`config.mk`:
```
export PLATFORM = sky130hd
export DESIGN_NAME = fit_policy_partition_allocator
export DESIGN_NICKNAME = d
export VERILOG_FILES = /design/src/design/fpa_pkg.sv /design/src/design/fit_policy_partition_allocator.sv /design/src/design/fpa_cell.sv /design/src/design/fpa_select.sv
export SDC_FILE = /design/constraint.sdc
export NUM_CORES = 1
export LEC_CHECK = 0
export BUFFER_PORTS_ARGS = -buffer_cell sky130_fd_sc_hd__buf_2
export CAP_MARGIN = 10
export CORE_AREA = 5 5 246 248
export DETAILED_ROUTE_END_ITERATION = 8
export DIE_AREA = 0 0 251 253
export PLACE_DENSITY = 0.7
export SYNTH_ARGS = -nofsm -noshare
export SYNTH_HDL_FRONTEND = slang
export SYNTH_SLANG_ARGS = --single-unit
```
`constraint.sdc`:
```
create_clock -name i_clk -period 6.75 [get_ports i_clk]
set_clock_uncertainty 0.15 [all_clocks]
set_input_delay 0.3375 -clock i_clk [delete_from_list [all_inputs] [get_ports i_clk]]
set_output_delay 0.3375 -clock i_clk [all_outputs]
set_load 0.01 [all_outputs]
```
`src/design/fpa_pkg.sv`:
```
`default_nettype none

package fpa_pkg;

    localparam int IDX_W         = 5;
    localparam int SIZE_W        = 16;
    localparam int CFG_IDX_W     = 2;
    localparam int CFG_DATA_W    = 6;
    localparam int NUM_BLOCKS_DEF = 32;
    localparam int SIZE_BITS_DEF  = 16;

    localparam logic [CFG_IDX_W-1:0]  CFG_FIT_MODE      = 2'd0;
    localparam logic [CFG_IDX_W-1:0]  CFG_BLOCKS_IN_USE = 2'd1;
    localparam logic [CFG_DATA_W-1:0] BLOCKS_IN_USE_RST = 6'd32;

    localparam logic CMD_LOAD  = 1'b0;
    localparam logic CMD_ALLOC = 1'b1;

    typedef enum logic [1:0] {
        MODE_FIRST = 2'd0,
        MODE_BEST  = 2'd1,
        MODE_WORST = 2'd2,
        MODE_NEXT  = 2'd3
    } t_fit_mode;

    typedef struct packed {
        logic              cmd;
        logic [IDX_W-1:0]  load_index;
        logic [SIZE_W-1:0] size_value;
    } t_req;

    typedef struct packed {
        logic              granted;
        logic [IDX_W-1:0]  chosen_index;
        logic [SIZE_W-1:0] left_after;
    } t_rsp;

endpackage

`default_nettype wire

```
`src/design/fit_policy_partition_allocator.sv`:
```
`default_nettype none

// Fit-policy block allocator. A load request writes one entry of the size table and
// produces no response. An allocate request scans the table, which lives in a ring of
// cells that rotates once past a single compare unit at cell 0, one entry per cycle;
// once the output register is free, a final step writes the reduced size back and
// loads the response register. One request is in work at a time; a finished response
// may wait in the output register while the next request is taken.
// The policy and the searched count come from two write-only registers: index 0 is
// fit_mode (first, best, worst, next fit) and index 1 is blocks_in_use.

module fit_policy_partition_allocator
    import fpa_pkg::*;
#(
    parameter int NUM_BLOCKS = NUM_BLOCKS_DEF,
    parameter int SIZE_BITS  = SIZE_BITS_DEF
) (
    input  wire logic                  i_clk,
    input  wire logic                  i_rst_n,
    input  wire logic                  i_in_valid,
    output logic                       o_in_stall,
    input  wire t_req                  i_in_data,
    output logic                       o_out_valid,
    input  wire logic                  i_out_stall,
    output t_rsp                       o_out_data,
    input  wire logic                  i_cfg_we,
    input  wire logic [CFG_IDX_W-1:0]  i_cfg_index,
    input  wire logic [CFG_DATA_W-1:0] i_cfg_data
);

    localparam int IW  = $clog2(NUM_BLOCKS);
    localparam int CW  = (IW + 1 > CFG_DATA_W) ? IW + 1 : CFG_DATA_W;
    localparam int LIW = (IW > IDX_W) ? IW : IDX_W;

    typedef enum logic [1:0] {
        ST_IDLE,
        ST_SCAN,
        ST_DONE
    } t_state;

    t_state               r_state;
    t_fit_mode            r_mode, r_op_mode;
    logic [CFG_DATA_W-1:0] r_blocks;
    logic [IW-1:0]        r_ptr, r_cnt, r_start;
    logic [CW-1:0]        r_limit;
    logic [SIZE_BITS-1:0] r_req;
    logic                 r_out_valid;
    t_rsp                 r_out;

    logic [SIZE_BITS-1:0] w_cell [NUM_BLOCKS];
    logic                 w_in_acc, w_out_free, w_finish, w_commit, w_load;
    logic                 w_wr;
    logic [LIW-1:0]       w_wr_idx;
    logic [SIZE_BITS-1:0] w_wr_data, w_left, w_in_size;
    logic [CW-1:0]        w_m;
    logic [IW-1:0]        w_start;
    logic                 w_in_range, w_shift;
    logic                 w_found;
    logic [IW-1:0]        w_pick;
    logic [SIZE_BITS-1:0] w_pick_val;

    assign w_in_acc   = i_in_valid && !o_in_stall;
    assign w_out_free = !r_out_valid || !i_out_stall;
    assign w_finish   = (r_state == ST_DONE) && w_out_free;
    assign w_commit   = w_finish && w_found;
    assign w_load     = w_in_acc && (i_in_data.cmd == CMD_LOAD);
    assign w_in_size  = SIZE_BITS'(i_in_data.size_value);
    assign w_left     = w_pick_val - r_req;
    assign w_shift    = (r_state == ST_SCAN);
    assign w_in_range = (CW'(r_cnt) < r_limit);

    assign w_m     = (CW'(r_blocks) > CW'(NUM_BLOCKS)) ? CW'(NUM_BLOCKS) : CW'(r_blocks);
    assign w_start = (CW'(r_ptr) < w_m) ? r_ptr : '0;

    always_comb begin
        w_wr      = w_load || w_commit;
        w_wr_idx  = w_load ? LIW'(i_in_data.load_index) : LIW'(w_pick);
        w_wr_data = w_load ? w_in_size : w_left;
    end

    for (genvar g = 0; g < NUM_BLOCKS; g++) begin : g_ring
        fpa_cell #(
            .SIZE_BITS(SIZE_BITS)
        ) u_cell (
            .i_clk       (i_clk),
            .i_shift     (w_shift),
            .i_shift_data(w_cell[(g + 1) % NUM_BLOCKS]),
            .i_wr        (w_wr && (w_wr_idx == LIW'(g))),
            .i_wr_data   (w_wr_data),
            .o_value     (w_cell[g])
        );
    end

    fpa_select #(
        .NUM_BLOCKS(NUM_BLOCKS),
        .SIZE_BITS (SIZE_BITS)
    ) u_select (
        .i_clk     (i_clk),
        .i_clr     (w_in_acc && (i_in_data.cmd == CMD_ALLOC)),
        .i_en      (w_shift),
        .i_mode    (r_op_mode),
        .i_idx     (r_cnt),
        .i_value   (w_cell[0]),
        .i_in_range(w_in_range),
        .i_req     (r_req),
        .i_start   (r_start),
        .o_found   (w_found),
        .o_idx     (w_pick),
        .o_value   (w_pick_val)
    );

    always_ff @(posedge i_clk) begin
        if (!i_rst_n) begin
            r_state     <= ST_IDLE;
            r_mode      <= MODE_FIRST;
            r_op_mode   <= MODE_FIRST;
            r_blocks    <= BLOCKS_IN_USE_RST;
            r_ptr       <= '0;
            r_cnt       <= '0;
            r_out_valid <= 1'b0;
        end else begin
            if (i_cfg_we) begin
                case (i_cfg_index)
                    CFG_FIT_MODE:      r_mode   <= t_fit_mode'(i_cfg_data[1:0]);
                    CFG_BLOCKS_IN_USE: r_blocks <= i_cfg_data;
                    default: ;
                endcase
            end
            if (r_out_valid && !i_out_stall && !w_finish) begin
                r_out_valid <= 1'b0;
            end
            case (r_state)
                ST_IDLE: begin
                    if (w_in_acc) begin
                        if (i_in_data.cmd == CMD_LOAD) begin
                            r_ptr <= '0;
                        end else begin
                            r_req     <= w_in_size;
                            r_op_mode <= r_mode;
                            r_start   <= w_start;
                            r_limit   <= w_m;
                            r_cnt     <= '0;
                            r_state   <= ST_SCAN;
                        end
                    end
                end
                ST_SCAN: begin
                    r_cnt <= r_cnt + 1'b1;
                    if (r_cnt == IW'(NUM_BLOCKS - 1)) begin
                        r_state <= ST_DONE;
                    end
                end
                ST_DONE: begin
                    if (w_out_free) begin
                        r_state     <= ST_IDLE;
                        r_out_valid <= 1'b1;
                        r_out.granted      <= w_found;
                        r_out.chosen_index <= w_found ? IDX_W'(w_pick) : '0;
                        r_out.left_after   <= w_found ? SIZE_W'(w_left) : '0;
                        if (w_found && (r_op_mode == MODE_NEXT)) begin
                            r_ptr <= w_pick;
                        end
                    end
                end
                default: r_state <= ST_IDLE;
            endcase
        end
    end

    assign o_in_stall  = (r_state != ST_IDLE);
    assign o_out_valid = r_out_valid;
    assign o_out_data  = r_out;

endmodule

`default_nettype wire

```
`src/design/fpa_cell.sv`:
```
`default_nettype none

module fpa_cell
    import fpa_pkg::*;
#(
    parameter int SIZE_BITS = SIZE_BITS_DEF
) (
    input  wire logic                 i_clk,
    input  wire logic                 i_shift,
    input  wire logic [SIZE_BITS-1:0] i_shift_data,
    input  wire logic                 i_wr,
    input  wire logic [SIZE_BITS-1:0] i_wr_data,
    output logic      [SIZE_BITS-1:0] o_value
);

    logic [SIZE_BITS-1:0] r_value;
    logic [SIZE_BITS-1:0] n_value;

    always_comb begin
        if (i_wr) begin
            n_value = i_wr_data;
        end else if (i_shift) begin
            n_value = i_shift_data;
        end else begin
            n_value = r_value;
        end
    end

    always_ff @(posedge i_clk) begin
        r_value <= n_value;
    end

    assign o_value = r_value;

endmodule

`default_nettype wire

```
`src/design/fpa_select.sv`:
```
`default_nettype none

module fpa_select
    import fpa_pkg::*;
#(
    parameter int NUM_BLOCKS = NUM_BLOCKS_DEF,
    parameter int SIZE_BITS  = SIZE_BITS_DEF
) (
    input  wire logic                          i_clk,
    input  wire logic                          i_clr,
    input  wire logic                          i_en,
    input  wire t_fit_mode                     i_mode,
    input  wire logic [$clog2(NUM_BLOCKS)-1:0] i_idx,
    input  wire logic [SIZE_BITS-1:0]          i_value,
    input  wire logic                          i_in_range,
    input  wire logic [SIZE_BITS-1:0]          i_req,
    input  wire logic [$clog2(NUM_BLOCKS)-1:0] i_start,
    output logic                               o_found,
    output logic      [$clog2(NUM_BLOCKS)-1:0] o_idx,
    output logic      [SIZE_BITS-1:0]          o_value
);

    localparam int IW = $clog2(NUM_BLOCKS);

    // a: entries at or above the start point (all entries unless next fit)
    // b: wrapped part of a next-fit search
    logic                 r_found_a, r_found_b;
    logic [IW-1:0]        r_idx_a, r_idx_b;
    logic [SIZE_BITS-1:0] r_val_a, r_val_b;

    logic w_fit, w_hi, w_take_a, w_take_b;

    always_comb begin
        w_fit    = i_en && i_in_range && (i_value >= i_req);
        w_hi     = (i_mode != MODE_NEXT) || (i_idx >= i_start);
        w_take_b = w_fit && !w_hi && !r_found_b;
        w_take_a = 1'b0;
        if (w_fit && w_hi) begin
            case (i_mode)
                MODE_BEST:  w_take_a = !r_found_a || (i_value < r_val_a);
                MODE_WORST: w_take_a = !r_found_a || (i_value > r_val_a);
                default:    w_take_a = !r_found_a;
            endcase
        end
    end

    always_ff @(posedge i_clk) begin
        if (i_clr) begin
            r_found_a <= 1'b0;
            r_found_b <= 1'b0;
        end else begin
            if (w_take_a) begin
                r_found_a <= 1'b1;
                r_idx_a   <= i_idx;
                r_val_a   <= i_value;
            end
            if (w_take_b) begin
                r_found_b <= 1'b1;
                r_idx_b   <= i_idx;
                r_val_b   <= i_value;
            end
        end
    end

    assign o_found = r_found_a || r_found_b;
    assign o_idx   = r_found_a ? r_idx_a : r_idx_b;
    assign o_value = r_found_a ? r_val_a : r_val_b;

endmodule

`default_nettype wire

```
==> flow_summary.toml <==
[yosys]
synth.avg_cell_area_um2 = 14.3
ys_seq_area_share_pct = 65.1
ys_top_cells_by_area = "sky130_fd_sc_hd__edfxtp_1 63%, sky130_fd_sc_hd__mux2_2 14%, sky130_fd_sc_hd__a21oi_1 3.3%, sky130_fd_sc_hd__ha_1 2.8%, sky130_fd_sc_hd__nor2_1 2.7%"
synth.ff_latch_count = 628
ys_async_sr_fraction_pct = 0
synth_cell_type_count = 71
synthesis.area_mm2 = 0.0286
yosys.area.top_type = "sky130_fd_sc_hd__edfxtp_1"
synthesis.instances = 1993
yosys_most_used_dff = "sky130_fd_sc_hd__edfxtp_1"
synth_top_area_share_pct = 63.3
synth-edff-count = 603
synthesis.nets = 2093
yosys_warnings = 0

[drt]
via_per_inst = 5.74
count_of_nets_left_with_antenna_violations_after_detail_routing = 0
totalWireLength_um = 62400
route.detailed.wl_per_inst_um = 21.5
initialDrtViolationCount = 1277
via_count = 16600
detail_route.drc_violations = 0
drt_first_pass_iters = 7

[timing]
rsz0062_at_grt = "false"
worst_pin_slew_ns = 1.15
setup_violations = 0
final_min_period_over_clock_period_pct = 66.5
timing.final.max_slew_violations = 0
maxSlewHeadroom_pct = 23.2
final_period_minus_worst_setup_slack_ns = 4.49
accumulated_negative_setup_slack_ns = 0
report.final.hold_viol_count = 0
max_freq_ghz = 0.223

[global_routing]
grt_pass1_wl_um = 96500
globalRoute.totalOverflow = 0
global_route.usage.total_pct = 19.2
first_global_vias = 16800
use_met1_pct = 25.9
use_met2_pct = 32.0
grtUsageMet3_pct = 4.17
grt_max_degree = 43
grt_antenna_before_repair = 0
layer_with_the_highest_usage = "met2"

[place]
dpl_cell_area_mm2 = 0.0297
post-dp-hpwl_um = 40500
place.port_buffers = 58
gp_congestion = 0.866

[worst_setup_path]
setup.worst_path.start = "u_select.r_found_a"
worst_r2r_endpoint = "g_ring[24].u_cell.o_value[10]"
path_class = "reg -> reg"
worst_path_required_ns = 6.83
worstPathMaxFanout = 27
reg2reg_slack_ns = 2.26
worst_r2r_startpoint = "u_select.r_found_a"
crit_end = "g_ring[24].u_cell.o_value[10]"
worst_ep_arrival_time_ns = 4.57
timing.critical_path.from_type = "register"
setup.worst_path.end_class = "register"
cell_count_of_the_worst_reg_to_reg_path = 7

[die]
row_count = 89
die_x_um = 251
dieArea_mm2 = 0.0635
initial_util_pct = 49.1
pin_count = 59
fp.coreArea_mm2 = 0.0582
fp.dieH_um = 253

[final_layout]
drive_gt1_share_pct = 28.7
antennaDiodeCount = 0
finalNetCount = 2172
n_fill_cell = 4590
layout_commonest_cell = "sky130_fd_sc_hd__edfxtp_1"
final_design_area_no_fill_mm2 = 0.0322
final_core_util_pct = 55.3
synthToLayoutAreaGrowth_pct = 12.5
commonest_cells_after_routing_fill_and_taps_aside = "603 x sky130_fd_sc_hd__edfxtp_1, 357 x sky130_fd_sc_hd__mux2_2, 203 x sky130_fd_sc_hd__nor2_1"

[clocking]
clock-sinks = 628
cts_tree = "built"
ctsRootBufferMaster = "sky130_fd_sc_hd__clkbuf_16"
cts_resized = 0
holdBufCountCts = 28
cts_max_path_buffers = 3
post-cts-setup-buffer-count = 0
clk_pin_slew_worst_paths_ns = 0.06
worst_skew_pair.late_latency_ns = 0.60
ctsHtreeMaxLevel = 3
cts_made_buffers = 68

[status]
run_status = "finished, final reports clean"

[run]
drv.max_cap_violation_count = 0

[power]
p_per_area_mw_per_mm2 = 282
leakagePower_nw = 11.4
peakVddDrop_mv = 0.198

[min_path]
hold_path_class = "in -> reg"
-- routing by layer --
metal,part of all wire [%],routed length (um),up-vias
met5,0,0,-
met4,2.7,1680,0
met3,6.2,3850,111
met2,48,29900,511
met1,43,26900,8341
li1,-,-,7680
-- worst min-delay path by stage --
stage | to | startpoint | cells past startpoint | slack (ns)
CTS | u_select.r_found_b | i_in_data[21] | 4 | 0.11
detailed placement | u_select.r_val_b[0] | g_ring[0].u_cell.o_value[0] | 0 | 0.34
floorplan | r_req[0] | i_in_data[0] | 0 | 0.29
global placement | u_select.r_val_a[0] | g_ring[0].u_cell.o_value[0] | 0 | 0.31
global route | r_op_mode[1] | i_in_data[21] | 4 | 0.17
finish | u_select.r_found_b | i_in_data[21] | 4 | 0.14
-- report_power, final --
| group | switching [mW] | total [mW] | internal [mW] |
|---|---|---|---|
| registers | 0.0625 | 4.54 | 4.48 |
| clock network | 1.51 | 3.67 | 2.16 |
| logic | 0.596 | 0.862 | 0.265 |
-- logic make-up (layout without fill, tap and decap cells) --
kind of cell	count (synthesis)	after routing	synth area share [%]
flops	628	628	65.1
simple gates	410	410	7.13
mux	384	384	15.0
compound gates	326	326	6.90
buf+inv	168	302	2.63
fa+ha+maj	65	65	2.87
xor+xnor	12	12	0.367
-- stage by stage --
| stage | total power, mW | hold slack [ns] | std cells | setup slack [ns] |
|---|---|---|---|---|
| 2_1_floorplan | 5.12 | 0.286 | 1993 | 2.77 |
| 6_report | 9.07 | 0.141 | 2900 | 2.26 |
| 5_1_grt | 9.38 | 0.171 | 2900 | 2.00 |
| 4_1_cts | 9.14 | 0.110 | 2900 | 2.24 |
| 3_3_place_gp | 5.44 | 0.308 | 2747 | 2.31 |
| 3_5_place_dp | 5.46 | 0.341 | 2747 | 2.22 |
-- cell usage after synthesis, types with 25 or more instances --
cell	instances
sky130_fd_sc_hd__ha_1	64
sky130_fd_sc_hd__inv_1	53
sky130_fd_sc_hd__dfxtp_1	25
sky130_fd_sc_hd__edfxtp_1	603
sky130_fd_sc_hd__buf_2	31
sky130_fd_sc_hd__nor2_1	203
sky130_fd_sc_hd__nand2b_1	27
sky130_fd_sc_hd__a21oi_1	186
sky130_fd_sc_hd__mux2_2	357
sky130_fd_sc_hd__o21ai_0	32
sky130_fd_sc_hd__nand2_1	61
sky130_fd_sc_hd__clkbuf_1	63
-- worst max-delay path, stage by stage, from the launching register on --
cell and delay (ns):
sky130_fd_sc_hd__dfxtp_1 0.77, sky130_fd_sc_hd__buf_4 0.40, sky130_fd_sc_hd__nor2_1 0.08, sky130_fd_sc_hd__buf_4 0.22, sky130_fd_sc_hd__nor4_1 0.62, sky130_fd_sc_hd__a21oi_1 0.37
sky130_fd_sc_hd__nor3_4 0.80, sky130_fd_sc_hd__nand2b_1 0.70
-- cell type report --
class                           count  area [um2]  share of cell area [%]
Clock buffer                       87        1870                    5.80
Clock inverter                     38         344                    1.07
Inverter                           53         199                   0.618
Multi-Input combinational cell   1197        9340                    29.0
Sequential cell                   628       18600                    57.8
Tap cell                          773         967                    3.01
Timing Repair Buffer              124         856                    2.66
-- sequential cells by signal, indices dropped and copies added (netlist names), 2 cells and up --
signal                 flops
u_select.r_val_b          16
u_select.r_idx_b           5
r_op_mode                  2
r_start                    5
r_ptr                      5
r_cnt                      5
o_out_data                22
r_mode                     2
g_ring.u_cell.o_value    512
u_select.r_idx_a           5
r_blocks                   6
r_limit                    6
r_state                    2
u_select.r_val_a          16
r_req                     16
(Power assumes the default switching activity.)
